## config.mk

```make
export PLATFORM = sky130hd
export DESIGN_NAME = grc_pick
export DESIGN_NICKNAME = d
export VERILOG_FILES = /design/src/grc_pkg.sv /design/src/grc_pick.sv
export SDC_FILE = /design/constraint.sdc
export NUM_CORES = 2
export LEC_CHECK = 0
export BUFFER_PORTS_ARGS = -buffer_cell sky130_fd_sc_hd__buf_4
export CELL_PAD_IN_SITES_DETAIL_PLACEMENT = 1
export CELL_PAD_IN_SITES_GLOBAL_PLACEMENT = 1
export CORE_MARGIN = 2
export CORE_UTILIZATION = 47
export DETAILED_ROUTE_END_ITERATION = 7
export PLACE_DENSITY_LB_ADDON = 0.12
export SLEW_MARGIN = 20
export SYNTH_ARGS = -nofsm -noshare
export SYNTH_HDL_FRONTEND = slang
export SYNTH_SLANG_ARGS = --single-unit
```

## constraint.sdc

```tcl
create_clock -name clock -period 12.65 [get_ports clock]
set_input_delay 0 -clock clock [delete_from_list [all_inputs] [get_ports clock]]
set_output_delay 0 -clock clock [all_outputs]
set_load 0.02 [all_outputs]
```

## src/grc_pkg.sv

```systemverilog
package grc_pkg;

   localparam int COORD_W    = 15;
   localparam int ANGLE_W    = 12;
   localparam int MAP_W      = 64;
   localparam int CELL_SHIFT = 12;
   localparam int CELL_UNIT  = 1 << CELL_SHIFT;
   localparam int MAX_STEPS  = 8;
   localparam int CORDIC_N   = 20;
   localparam int CORDIC_W   = 33;
   localparam int ANG_ACC_W  = 32;
   localparam int MAG_W      = 31;
   localparam int REM_W      = 32;
   localparam int NUM_W      = 48;
   localparam int SLOPE_W    = 25;
   localparam int SPAN_W     = 16;
   localparam int PROD_W     = SPAN_W + SLOPE_W;
   localparam int POS_W      = 28;
   localparam int SQ_W       = 31;
   localparam int DIST_W     = 32;
   localparam int IDX_W      = 6;

   localparam logic [SLOPE_W-1:0] SLOPE_SAT   = SLOPE_W'(1 << 24);
   localparam logic [COORD_W-1:0] COORD_MAX   = '1;
   localparam logic [ANGLE_W-1:0] ANGLE_ZERO  = ANGLE_W'(0);
   localparam logic [ANGLE_W-1:0] ANGLE_QUART = ANGLE_W'(1024);
   localparam logic [ANGLE_W-1:0] ANGLE_HALF  = ANGLE_W'(2048);
   localparam logic [ANGLE_W-1:0] ANGLE_3QUART = ANGLE_W'(3072);

   typedef struct packed {
      logic [COORD_W-1:0] px;
      logic [COORD_W-1:0] py;
      logic               x_zero;
      logic               x_neg;
      logic               y_zero;
      logic               y_neg;
   } ray_type;

   typedef struct packed {
      ray_type              ray;
      logic                 h_hit;
      logic [COORD_W-1:0]   hx;
      logic [COORD_W:0]     hy;
      logic                 v_hit;
      logic [COORD_W:0]     vx;
      logic [COORD_W-1:0]   vy;
   } cast_type;

   function automatic logic signed [ANG_ACC_W-1:0] arc_angle(input int idx);
      logic signed [ANG_ACC_W-1:0] val;
      unique case (idx)
         0: val = 536870912;
         1: val = 316933406;
         2: val = 167458907;
         3: val = 85004756;
         4: val = 42667331;
         5: val = 21354465;
         6: val = 10679838;
         7: val = 5340245;
         8: val = 2670163;
         9: val = 1335087;
         10: val = 667544;
         11: val = 333772;
         12: val = 166886;
         13: val = 83443;
         14: val = 41722;
         15: val = 20861;
         16: val = 10430;
         17: val = 5215;
         18: val = 2608;
         19: val = 1304;
         default: val = '0;
      endcase
      return val;
   endfunction

endpackage

```

## src/grc_pick.sv

```systemverilog
module grc_pick import grc_pkg::*; (
   input  logic               clock,
   input  logic               reset,
   input  logic               en,
   input  logic               in_valid,
   input  cast_type           in_cast,
   output logic               out_valid,
   output logic [COORD_W-1:0] out_hit_x,
   output logic [COORD_W-1:0] out_hit_y,
   output logic               out_hit_found,
   output logic               out_hit_side
);

   logic                        p_valid_ff;
   cast_type                    p_cast_ff;
   logic [SQ_W-1:0]             sq_hx_ff;
   logic [SQ_W-1:0]             sq_hy_ff;
   logic [SQ_W-1:0]             sq_vx_ff;
   logic [SQ_W-1:0]             sq_vy_ff;

   logic signed [COORD_W+1:0]   d_hx;
   logic signed [COORD_W+1:0]   d_hy;
   logic signed [COORD_W+1:0]   d_vx;
   logic signed [COORD_W+1:0]   d_vy;
   logic signed [2*COORD_W+3:0] p_hx;
   logic signed [2*COORD_W+3:0] p_hy;
   logic signed [2*COORD_W+3:0] p_vx;
   logic signed [2*COORD_W+3:0] p_vy;

   logic [DIST_W-1:0]           dist_h;
   logic [DIST_W-1:0]           dist_v;
   logic                        take_h;

   logic                        out_valid_ff;
   logic [COORD_W-1:0]          hit_x_ff;
   logic [COORD_W-1:0]          hit_y_ff;
   logic                        hit_found_ff;
   logic                        hit_side_ff;

   always_comb begin
      d_hx = $signed({2'b00, in_cast.hx}) - $signed({2'b00, in_cast.ray.px});
      d_hy = $signed({1'b0, in_cast.hy}) - $signed({2'b00, in_cast.ray.py});
      d_vx = $signed({1'b0, in_cast.vx}) - $signed({2'b00, in_cast.ray.px});
      d_vy = $signed({2'b00, in_cast.vy}) - $signed({2'b00, in_cast.ray.py});
      p_hx = d_hx * d_hx;
      p_hy = d_hy * d_hy;
      p_vx = d_vx * d_vx;
      p_vy = d_vy * d_vy;
   end

   always_ff @(posedge clock) begin
      if (reset) begin
         p_valid_ff <= 1'b0;
      end else if (en) begin
         p_valid_ff <= in_valid;
         p_cast_ff  <= in_cast;
         sq_hx_ff   <= SQ_W'(p_hx);
         sq_hy_ff   <= SQ_W'(p_hy);
         sq_vx_ff   <= SQ_W'(p_vx);
         sq_vy_ff   <= SQ_W'(p_vy);
      end
   end

   always_comb begin
      dist_h = DIST_W'(sq_hx_ff) + DIST_W'(sq_hy_ff);
      dist_v = DIST_W'(sq_vx_ff) + DIST_W'(sq_vy_ff);
      take_h = p_cast_ff.h_hit && (!p_cast_ff.v_hit || dist_h <= dist_v);
   end

   always_ff @(posedge clock) begin
      if (reset) begin
         out_valid_ff <= 1'b0;
      end else if (en) begin
         out_valid_ff <= p_valid_ff;
         priority if (take_h) begin
            hit_x_ff     <= p_cast_ff.hx;
            hit_y_ff     <= p_cast_ff.hy[COORD_W] ? COORD_MAX : p_cast_ff.hy[COORD_W-1:0];
            hit_found_ff <= 1'b1;
            hit_side_ff  <= 1'b0;
         end else if (p_cast_ff.v_hit) begin
            hit_x_ff     <= p_cast_ff.vx[COORD_W] ? COORD_MAX : p_cast_ff.vx[COORD_W-1:0];
            hit_y_ff     <= p_cast_ff.vy;
            hit_found_ff <= 1'b1;
            hit_side_ff  <= 1'b1;
         end else begin
            hit_x_ff     <= p_cast_ff.ray.px;
            hit_y_ff     <= p_cast_ff.ray.py;
            hit_found_ff <= 1'b0;
            hit_side_ff  <= 1'b0;
         end
      end
   end

   assign out_valid     = out_valid_ff;
   assign out_hit_x     = hit_x_ff;
   assign out_hit_y     = hit_y_ff;
   assign out_hit_found = hit_found_ff;
   assign out_hit_side  = hit_side_ff;

endmodule

```

==> flow_metrics.env <==
export IMPL_grt_pass1_wl_mm=217
export IMPL_fillerInstances=11700
export IMPL_fin_ws_ps=3310
export IMPL_ys_seq_elements=248
export IMPL_grt_antenna_before_repair=3
export IMPL_syn_area_per_cell_um2=9.73
export IMPL_period_needed_ps=9340
export IMPL_initial_core_util_pct=47.4
export IMPL_fin_util_pct=52.2
export IMPL_critPathKind="input port to flip-flop"
export IMPL_yosysUniqueCellTypes=87
export IMPL_synth_async_reset_ratio_pct=0
export IMPL_finalClockSkew_ps=33.8
export IMPL_worst_path_max_fanout=11
export IMPL_synth_area_mm2=0.0492
export IMPL_fp_dieH_um=327
export IMPL_finalHoldViolCount=0
export IMPL_yosys_warnings=0
export IMPL_cp_num_buf_inv=7
export IMPL_crit_arrival_ps=9670
export IMPL_status="finished, final reports clean"
export IMPL_drive_gt1_share_pct=5.50
export IMPL_viasPerCell=5.23
export IMPL_hpwl_mm=108
export IMPL_ios=135
export IMPL_numCtsBuffers=34
export IMPL_cts_setup_buffers=0
export IMPL_num_rows=118
export IMPL_grt_pass1_vias=39700
export IMPL_slew_headroom_pct=25.2
export IMPL_globalRouteOverflowTotal=0
export IMPL_cts_tree="built"
export IMPL_cp_slowest_cell="xor2_1"
export IMPL_routabilityCongestion=0.879
export IMPL_end_kind="flip-flop"
export IMPL_synth_area_leaders="fa_1 39%, edfxtp_1 15%, ha_1 12%"
export IMPL_die_area_mm2=0.107
export IMPL_timing_critical_path_slowest_cell_delay_ps=840
export IMPL_max_cap_violations=0
export IMPL_syn_nets=6584
export IMPL_grt_use_total_pct=26.0
export IMPL_fp_dieW_um=327
export IMPL_final_nets=6814
export IMPL_drt_iter0_markers=1958
export IMPL_required_ps=12980
export IMPL_tightestPinTransition_ps=1110
export IMPL_synth_edf_count=246
export IMPL_hold_class="input port to flip-flop"
export IMPL_setup_viol=0
export IMPL_port_buffers=130
export IMPL_grt_max_degree=63
export IMPL_syn2layout_area_growth_pct=9.97
export IMPL_syn_instance_count=5054
export IMPL_drc_errors=0
export IMPL_cts_sinks=248
export IMPL_fmax_ghz=0.107
export IMPL_clk_pin_slew_ps=70
export IMPL_synth_top_area_share_pct=38.9
export IMPL_yosys_area_top_type="fa_1"
export IMPL_finalSetupTns_ps=0
export IMPL_final_cell_mix="1348 x inv_1, 956 x fa_1, 472 x ha_1"
export IMPL_clkLatencyLatePin_ps=610
export IMPL_crit_family="adder cells"
export IMPL_vias=35000
export IMPL_avgRoutedWirePerCell_um=19.9
export IMPL_critPathLaunchType="input port"
export IMPL_drv_slew=0
export IMPL_drtPass1Iterations=5
export IMPL_pre_cts_ws_ps=3380
export IMPL_finalCritPeriodShare_pct=73.8
export IMPL_rsz0062_at_grt="no"
export IMPL_clockBufferDepth=3
export IMPL_ant_nets=0
export IMPL_ys_seq_area_share_pct=15.1
export IMPL_core_mm2=0.104
export IMPL_wirelength_mm=133
export IMPL_synth_main_ff_cell="edfxtp_1"
export IMPL_cts_root_buf="clkbuf_16"
export IMPL_htree_levels=2
export IMPL_crit_path_frequent_cell="fa_1"
export IMPL_final_common_cell="inv_1"
per-layer routing:
layer  up-vias  GRT usage (%)  part of all wire, %
met5         -              0                    0
met4         0           5.10                  1.9
met3       139           2.74                  3.8
met2       565           45.7                   51
met1     18300           34.9                   43
li1      16000              -                    -
cell families (layout without fill, tap and decap cells):
family	after synthesis	after routing	share of synthesized area, %
AND/OR/NAND/NOR	1046	1046	9.34
multiplexers	52	52	1.07
flip-flops	248	248	15.1
other	0	2	0
XOR/XNOR	269	269	4.89
adder cells (fa/ha/maj)	1428	1428	50.9
buffers and inverters	1450	1706	11.1
AO/OA/AOI/OAI	561	561	7.54
repair_timing:
| action | in CTS | in global routing |
|---|---|---|
| gates resized for setup | 0 | 0 |
| endpoints found under the hold margin | 103 | 0 |
| hold buffers | 99 | 0 |
stage by stage:
step	hold WS [ps]	area, µm²	instances
finish	136	54100	6692
global route	119	54100	6691
CTS	89.8	54100	6690
detailed placement	180	51900	6529
global placement	183	51900	6529
floorplan	72.4	49200	5054
area by class of cell:
type / instances / area [µm²] / area share, %
clock inverter: 24 / 253 / 0.467
tap: 1380 / 1730 / 3.19
multi-input combinational: 3356 / 36300 / 67.2
inverter: 1362 / 5110 / 9.46
clock buffer: 38 / 866 / 1.60
sequential: 248 / 7430 / 13.7
timing repair buffer: 282 / 2360 / 4.37
antenna: 2 / 5.00 / 0.00926
cells in the mapped netlist (all sizes together) (4+ instances only):
master	instances
inv	1354
fa	956
ha	472
nor2	391
nand2	371
edfxtp	246
xnor2	199
a21oi	155
o21ai	96
a21o	77
xor2	69
clkbuf	65
o21a	51
mux2i	49
and2	48
nor3	41
nand3	39
nor2b	35
nand2b	31
o21bai	26
a211oi	24
buf	23
and3	21
o22ai	20
a31oi	18
or3	18
nand4	15
or2	13
a211o	11
o31ai	11
clkinv	8
o211ai	8
a2111oi	7
nor4	7
a21boi	6
a31o	6
o2111ai	6
and4	5
a22oi	4
a41oi	4
nor4b	4
o31a	4
sequential cells by signal, indices dropped and copies added, names as in the netlist:
register	flops
sq_vx_ff	30
sq_hx_ff	30
p_cast_ff	94
out_hit_y	15
p_valid_ff	1
out_hit_x	15
out_hit_found	1
sq_hy_ff	30
out_hit_side	1
sq_vy_ff	30
out_valid	1
final timing paths:
check | from | endpoint | slack [ps] | cells past startpoint
worst max-delay path | in_cast[48] | sq_hx_ff[29]$_DFFE_PP_ | 3310 | 33
worst min-delay path | in_cast[53] | p_cast_ff[53]$_DFFE_PP_ | 140 | 2
worst max register to register | sq_hx_ff[6]$_DFFE_PP_ | out_hit_x[14]$_DFFE_PP_ | 5870 | 19
worst min register to register | p_cast_ff[61]$_DFFE_PP_ | out_hit_x[13]$_DFFE_PP_ | 590 | 2
worst register-to-register path, cell delays in order (launching register included):
cell and delay (ps):
edfxtp_1 390, ha_1 360, o21ai_0 240, a21boi_0 240, and3_1 250, a22oi_1 380, o31ai_1 200, o31ai_1 470
o21ai_0 180, a21oi_1 240, o21ai_0 350, ha_1 430, nand4_1 120, or2_2 340, nor3_1 320, nand3_1 150
o31ai_1 270, o21a_2 600, buf_4 500, mux2i_1 500
Power is left out: the tool's default activity adds up to more than one toggle a clock period on the data nets, which glitch-free logic cannot reach.
