===== config.mk =====
export PLATFORM = sky130hd
export DESIGN_NAME = grc_cordic
export DESIGN_NICKNAME = d
export VERILOG_FILES = /design/src/grc_pkg.sv /design/src/grc_cordic.sv
export SDC_FILE = /design/constraint.sdc
export NUM_CORES = 2
export LEC_CHECK = 0
export ABC_CLOCK_PERIOD_IN_PS = 117000
export BUFFER_PORTS_ARGS = -buffer_cell sky130_fd_sc_hd__buf_2
export CAP_MARGIN = 15
export CORE_AREA = 2 2 533 535
export CTS_BUF_LIST = sky130_fd_sc_hd__clkbuf_8
export CTS_CLUSTER_DIAMETER = 100
export DETAILED_ROUTE_END_ITERATION = 8
export DIE_AREA = 0 0 535 537
export GPL_TIMING_DRIVEN = 0
export PLACE_DENSITY = 0.65
export SLEW_MARGIN = 20
export SYNTH_ARGS = -nofsm -noshare
export SYNTH_HDL_FRONTEND = slang
export SYNTH_SLANG_ARGS = --single-unit

===== constraint.sdc =====
create_clock -name clock -period 117 [get_ports clock]
set_input_delay 29.25 -clock clock [delete_from_list [all_inputs] [get_ports clock]]
set_output_delay 29.25 -clock clock [all_outputs]
set_load 0.02 [all_outputs]

===== src/grc_pkg.sv =====
package grc_pkg;

   localparam int COORD_W    = 15;
   localparam int ANGLE_W    = 12;
   localparam int MAP_W      = 64;
   localparam int CELL_SHIFT = 12;
   localparam int CELL_UNIT  = 1 << CELL_SHIFT;
   localparam int MAX_STEPS  = 8;
   localparam int CORDIC_N   = 20;
   localparam int CORDIC_W   = 33;
   localparam int ANG_ACC_W  = 32;
   localparam int MAG_W      = 31;
   localparam int REM_W      = 32;
   localparam int NUM_W      = 48;
   localparam int SLOPE_W    = 25;
   localparam int SPAN_W     = 16;
   localparam int PROD_W     = SPAN_W + SLOPE_W;
   localparam int POS_W      = 28;
   localparam int SQ_W       = 31;
   localparam int DIST_W     = 32;
   localparam int IDX_W      = 6;

   localparam logic [SLOPE_W-1:0] SLOPE_SAT   = SLOPE_W'(1 << 24);
   localparam logic [COORD_W-1:0] COORD_MAX   = '1;
   localparam logic [ANGLE_W-1:0] ANGLE_ZERO  = ANGLE_W'(0);
   localparam logic [ANGLE_W-1:0] ANGLE_QUART = ANGLE_W'(1024);
   localparam logic [ANGLE_W-1:0] ANGLE_HALF  = ANGLE_W'(2048);
   localparam logic [ANGLE_W-1:0] ANGLE_3QUART = ANGLE_W'(3072);

   typedef struct packed {
      logic [COORD_W-1:0] px;
      logic [COORD_W-1:0] py;
      logic               x_zero;
      logic               x_neg;
      logic               y_zero;
      logic               y_neg;
   } ray_type;

   typedef struct packed {
      ray_type              ray;
      logic                 h_hit;
      logic [COORD_W-1:0]   hx;
      logic [COORD_W:0]     hy;
      logic                 v_hit;
      logic [COORD_W:0]     vx;
      logic [COORD_W-1:0]   vy;
   } cast_type;

   function automatic logic signed [ANG_ACC_W-1:0] arc_angle(input int idx);
      logic signed [ANG_ACC_W-1:0] val;
      unique case (idx)
         0: val = 536870912;
         1: val = 316933406;
         2: val = 167458907;
         3: val = 85004756;
         4: val = 42667331;
         5: val = 21354465;
         6: val = 10679838;
         7: val = 5340245;
         8: val = 2670163;
         9: val = 1335087;
         10: val = 667544;
         11: val = 333772;
         12: val = 166886;
         13: val = 83443;
         14: val = 41722;
         15: val = 20861;
         16: val = 10430;
         17: val = 5215;
         18: val = 2608;
         19: val = 1304;
         default: val = '0;
      endcase
      return val;
   endfunction

endpackage


===== src/grc_cordic.sv =====
module grc_cordic import grc_pkg::*; (
   input  logic                       clock,
   input  logic                       reset,
   input  logic                       en,
   input  logic                       in_valid,
   input  logic [ANGLE_W-1:0]         in_angle,
   input  ray_type                    in_ray,
   output logic                       out_valid,
   output logic signed [CORDIC_W-1:0] out_x,
   output logic signed [CORDIC_W-1:0] out_y,
   output logic                       out_odd,
   output ray_type                    out_ray
);

   logic                       valid_ff [CORDIC_N];
   logic signed [CORDIC_W-1:0] x_ff     [CORDIC_N];
   logic signed [CORDIC_W-1:0] y_ff     [CORDIC_N];
   logic signed [ANG_ACC_W-1:0] z_ff    [CORDIC_N];
   logic                       odd_ff   [CORDIC_N];
   ray_type                    ray_ff   [CORDIC_N];

   logic                       src_valid [CORDIC_N];
   logic signed [CORDIC_W-1:0] src_x     [CORDIC_N];
   logic signed [CORDIC_W-1:0] src_y     [CORDIC_N];
   logic signed [ANG_ACC_W-1:0] src_z    [CORDIC_N];
   logic                       src_odd   [CORDIC_N];
   ray_type                    src_ray   [CORDIC_N];

   assign src_valid[0] = in_valid;
   assign src_x[0]     = CORDIC_W'(1 << 30);
   assign src_y[0]     = '0;
   assign src_z[0]     = $signed({2'b00, in_angle[ANGLE_W-3:0], 20'b0});
   assign src_odd[0]   = in_angle[ANGLE_W-2];
   assign src_ray[0]   = in_ray;

   for (genvar k = 1; k < CORDIC_N; k++) begin : g_link
      assign src_valid[k] = valid_ff[k-1];
      assign src_x[k]     = x_ff[k-1];
      assign src_y[k]     = y_ff[k-1];
      assign src_z[k]     = z_ff[k-1];
      assign src_odd[k]   = odd_ff[k-1];
      assign src_ray[k]   = ray_ff[k-1];
   end

   for (genvar k = 0; k < CORDIC_N; k++) begin : g_stage
      logic signed [CORDIC_W-1:0]  x_in;
      logic signed [CORDIC_W-1:0]  y_in;
      logic signed [ANG_ACC_W-1:0] z_in;

      always_comb begin
         if (src_z[k] >= 0) begin
            x_in = src_x[k] - (src_y[k] >>> k);
            y_in = src_y[k] + (src_x[k] >>> k);
            z_in = src_z[k] - arc_angle(k);
         end else begin
            x_in = src_x[k] + (src_y[k] >>> k);
            y_in = src_y[k] - (src_x[k] >>> k);
            z_in = src_z[k] + arc_angle(k);
         end
      end

      always_ff @(posedge clock) begin
         if (reset) begin
            valid_ff[k] <= 1'b0;
         end else if (en) begin
            valid_ff[k] <= src_valid[k];
            x_ff[k]     <= x_in;
            y_ff[k]     <= y_in;
            z_ff[k]     <= z_in;
            odd_ff[k]   <= src_odd[k];
            ray_ff[k]   <= src_ray[k];
         end
      end
   end

   assign out_valid = valid_ff[CORDIC_N-1];
   assign out_x     = x_ff[CORDIC_N-1];
   assign out_y     = y_ff[CORDIC_N-1];
   assign out_odd   = odd_ff[CORDIC_N-1];
   assign out_ray   = ray_ff[CORDIC_N-1];

endmodule


==> impl_metrics.env <==
export IMPL_worstPathRequired_ns=117.74
export IMPL_stdcell_area_mm2=0.1543
export IMPL_cts_sinks=2218
export IMPL_grt_pass1_vias=96620
export IMPL_dieArea_mm2=0.2873
export IMPL_dp_hpwl_um=252100
export IMPL_grt_ovfl_total=0
export IMPL_final_net_count=14720
export IMPL_worstRegToRegCells=16
export IMPL_p_leak_uw=0.06183
export IMPL_start_util_pct=49.88
export IMPL_antenna_found_initial=5
export IMPL_htreeDepth=5
export IMPL_clkLatencyLatePin_ns=1.07
export IMPL_rsz0062_at_grt="false"
export IMPL_avgRoutedWirePerCell_um=18.69
export IMPL_ys_seq_area_share_pct=47.47
export IMPL_synth_top_cells_by_count="edfxtp_1, ha_1, xnor2_1, a21oi_1, nor2_1"
export IMPL_status="complete, no violations"
export IMPL_timing_hold_ws_ns=0.3988
export IMPL_crit_family="buffers and inverters"
export IMPL_worst_pin_slew_ns=1.110
export IMPL_cts_tree="yes"
export IMPL_area_delta_synth_final_pct=9.973
export IMPL_skew_ns=0.08418
export IMPL_grt_start_max_net_pins=61
export IMPL_synth_most_common_cell="edfxtp_1"
export IMPL_fmax_mhz=30.63
export IMPL_layout_drive_gt1_share_pct=6.383
export IMPL_setup_tns_ns=0
export IMPL_synth_top_area_share_pct=47.47
export IMPL_ys_seq_elements=2218
export IMPL_syn_inst=12620
export IMPL_gp_congestion=0.9570
export IMPL_timing_rr_end="x_ff[4][32]"
export IMPL_path_buf_inv=13
export IMPL_ir_drop_v=0.00001746
export IMPL_max_stage_delay_ns=0.52
export IMPL_r2r_start="z_ff[15][31]"
export IMPL_numCtsBuffers=379
export IMPL_cts_root_buf="clkbuf_8"
export IMPL_vias=96600
export IMPL_ios=152
export IMPL_cts_resized=0
export IMPL_wl_um=322100
export IMPL_die_h_um=537
export IMPL_clk_pin_slew_ns=0.06
export IMPL_critPathKind="primary input to flop"
export IMPL_ctsHoldBuffers=0
export IMPL_portBuffers=150
export IMPL_endpoint_kind="flop"
export IMPL_period_share_pct=27.91
export IMPL_finalHoldViolCount=0
export IMPL_grt_first_pass_wirelength_um=508900
export IMPL_path_cells="buf_2 -> nor2b_1 -> clkbuf_4 -> buf_12 -> buf_16 -> buf_16 -> buf_16 -> buf_16 -> buf_16 -> buf_12 -> buf_16 -> buf_12 -> buf_12 -> buf_16"
export IMPL_yosysWarnings=0
export IMPL_multi_input_area_mm2=0.07096
export IMPL_drt_first_pass_iters=6
export IMPL_drc=0
export IMPL_placed_area_mm2=0.1470
export IMPL_fillers=24020
export IMPL_core_area_mm2=0.2813
export IMPL_grt_use_total_pct=21.99
export IMPL_cp_arrival_ns=33.39
export IMPL_cts_buffer_depth=4
export IMPL_postCtsSetupRepairBufs=0
export IMPL_power_density_mw_per_mm2=31.74
export IMPL_hp_class="flop to flop"
export IMPL_viasPerCell=5.604
export IMPL_ys_flop_type="edfxtp_1"
export IMPL_slowest_stage="clkbuf_4"
export IMPL_syn_area_per_cell_um2=11.12
export IMPL_maxSlewHeadroom_pct=25.51
export IMPL_seqCellArea_mm2=0.06660
export IMPL_path_depth=14
export IMPL_setup_violations=0
export IMPL_synth_area_mm2=0.1403
export IMPL_cp_startpoint="en"
export IMPL_async_reset_ff_share_pct=0
export IMPL_row_count=195
export IMPL_start_kind="primary input"
export IMPL_yosysTopAreaCell="edfxtp_1"
export IMPL_synth_area_top_cells="edfxtp_1, ha_1, xnor2_1"
export IMPL_cap_violations=0
export IMPL_cp_endpoint="z_ff[0][27]"
export IMPL_synth_edff_count=2218
export IMPL_rrSetupSlack_ns=110.32
export IMPL_die_w_um=535
export IMPL_initialDrtViolationCount=5101
export IMPL_worst_path_most_repeated_cell="buf_16"
export IMPL_drt_antenna_violating_nets=0
export IMPL_fin_crit_ns=32.65
export IMPL_worstPathMaxFanout=57
export IMPL_slew_violations=0
export IMPL_synth_cell_types=94
export IMPL_fin_util_pct=54.86
export IMPL_synth_nets=14140
==> cells in the final DEF (no fill, tap or decap), types with 34 or more instances in the layout <==
master / Yosys / layout
nand3_1: 206 / 206
nor2b_1: 189 / 189
a31o_2: 34 / 34
nor3_1: 199 / 196
a21oi_1: 1056 / 1056
o211ai_1: 47 / 47
a21boi_0: 74 / 74
clkinv_1: 1 / 105
xor2_1: 599 / 599
a211oi_1: 71 / 71
nand2_1: 723 / 723
or3_1: 85 / 85
clkbuf_1: 133 / 128
and3_1: 100 / 100
o21bai_1: 165 / 165
and2_1: 75 / 75
or2_2: 48 / 48
o41ai_1: 70 / 69
o21a_1: 213 / 213
a21o_1: 639 / 639
edfxtp_1: 2218 / 2218
buf_4: 35 / 36
nor4_1: 52 / 51
clkbuf_8: 0 / 380
o21ai_0: 699 / 699
fa_1: 45 / 45
o31ai_1: 134 / 134
a31oi_1: 84 / 84
clkinv_2: 0 / 54
buf_2: 3 / 153
buf_16: 0 / 34
xnor2_1: 1137 / 1137
nand2b_1: 193 / 193
inv_1: 519 / 590
nand4_1: 60 / 60
nor2_1: 832 / 832
or4_1: 58 / 58
ha_1: 1428 / 1428
==> metal layers <==
layer  global-route usage [%]  share of wire, %  vias up
met1                    26.10                42    45590
met5                        0                 0        -
met4                    10.30               4.8        0
li1                         -                 -    48280
met2                    39.27                49     2013
met3                    3.063               4.0      721
==> metrics by stage <==
| step | setup WS, ns | cells | power [uW] |
|---|---|---|---|
| after CTS | 84.39 | 17230 | 4920 |
| after global routing | 84.04 | 17240 | 5293 |
| after floorplan | 24.47 | 12620 | 3584 |
| after detailed placement | 83.20 | 16560 | 4210 |
| after global placement | 4.178 | 16510 | 4284 |
| final | 84.35 | 17240 | 4897 |
==> power breakdown <==
| part | internal (uW) | switching (uW) |
|---|---|---|
| clock network | 357 | 322 |
| logic | 1170 | 1570 |
| registers | 1280 | 199 |
| total | 2810 | 2090 |
==> cell type report <==
cell class                 instances  share of cell area, %
inverter                         522                  1.270
tap                             3743                  3.035
sequential                      2218                  43.16
multi-input combinational       9685                  45.98
clock inverter                   296                  1.352
timing repair buffer             197                  1.247
clock buffer                     380                  3.389
antenna                            6               0.009730
buffer                           190                 0.5554
==> state kept, by name, summed over array words and instances, names as in the netlist <==
register  cells
odd_ff       20
ray_ff      680
valid_ff     20
x_ff        491
y_ff        490
z_ff        517
==> logic make-up (layout without fill, tap and decap cells) <==
kind of cell / count (synthesis) / in the layout / share of synthesized area, %
simple gates: 2885 / 2885 / 9.872
mux: 26 / 26 / 0.1855
xor+xnor: 1736 / 1736 / 10.84
compound gates: 3565 / 3565 / 16.27
other cells: 0 / 6 / 0
fa+ha+maj: 1473 / 1473 / 13.37
flops: 2218 / 2218 / 47.47
buf+inv: 712 / 1585 / 2.001
==> worst min-delay path by stage <==
stage / endpoint / from / cells past startpoint
6_report: ray_ff[1][113] / ray_ff[1][79] / 0
5_1_grt: ray_ff[1][22] / ray_ff[0][124] / 0
4_1_cts: ray_ff[1][22] / ray_ff[0][124] / 0
3_5_place_dp: ray_ff[0][73] / ray_ff[0][39] / 0
3_3_place_gp: ray_ff[2][65] / ray_ff[2][31] / 0
2_1_floorplan: odd_ff[0][1] / odd_ff[0][0] / 0
(Power assumes the default switching activity.)
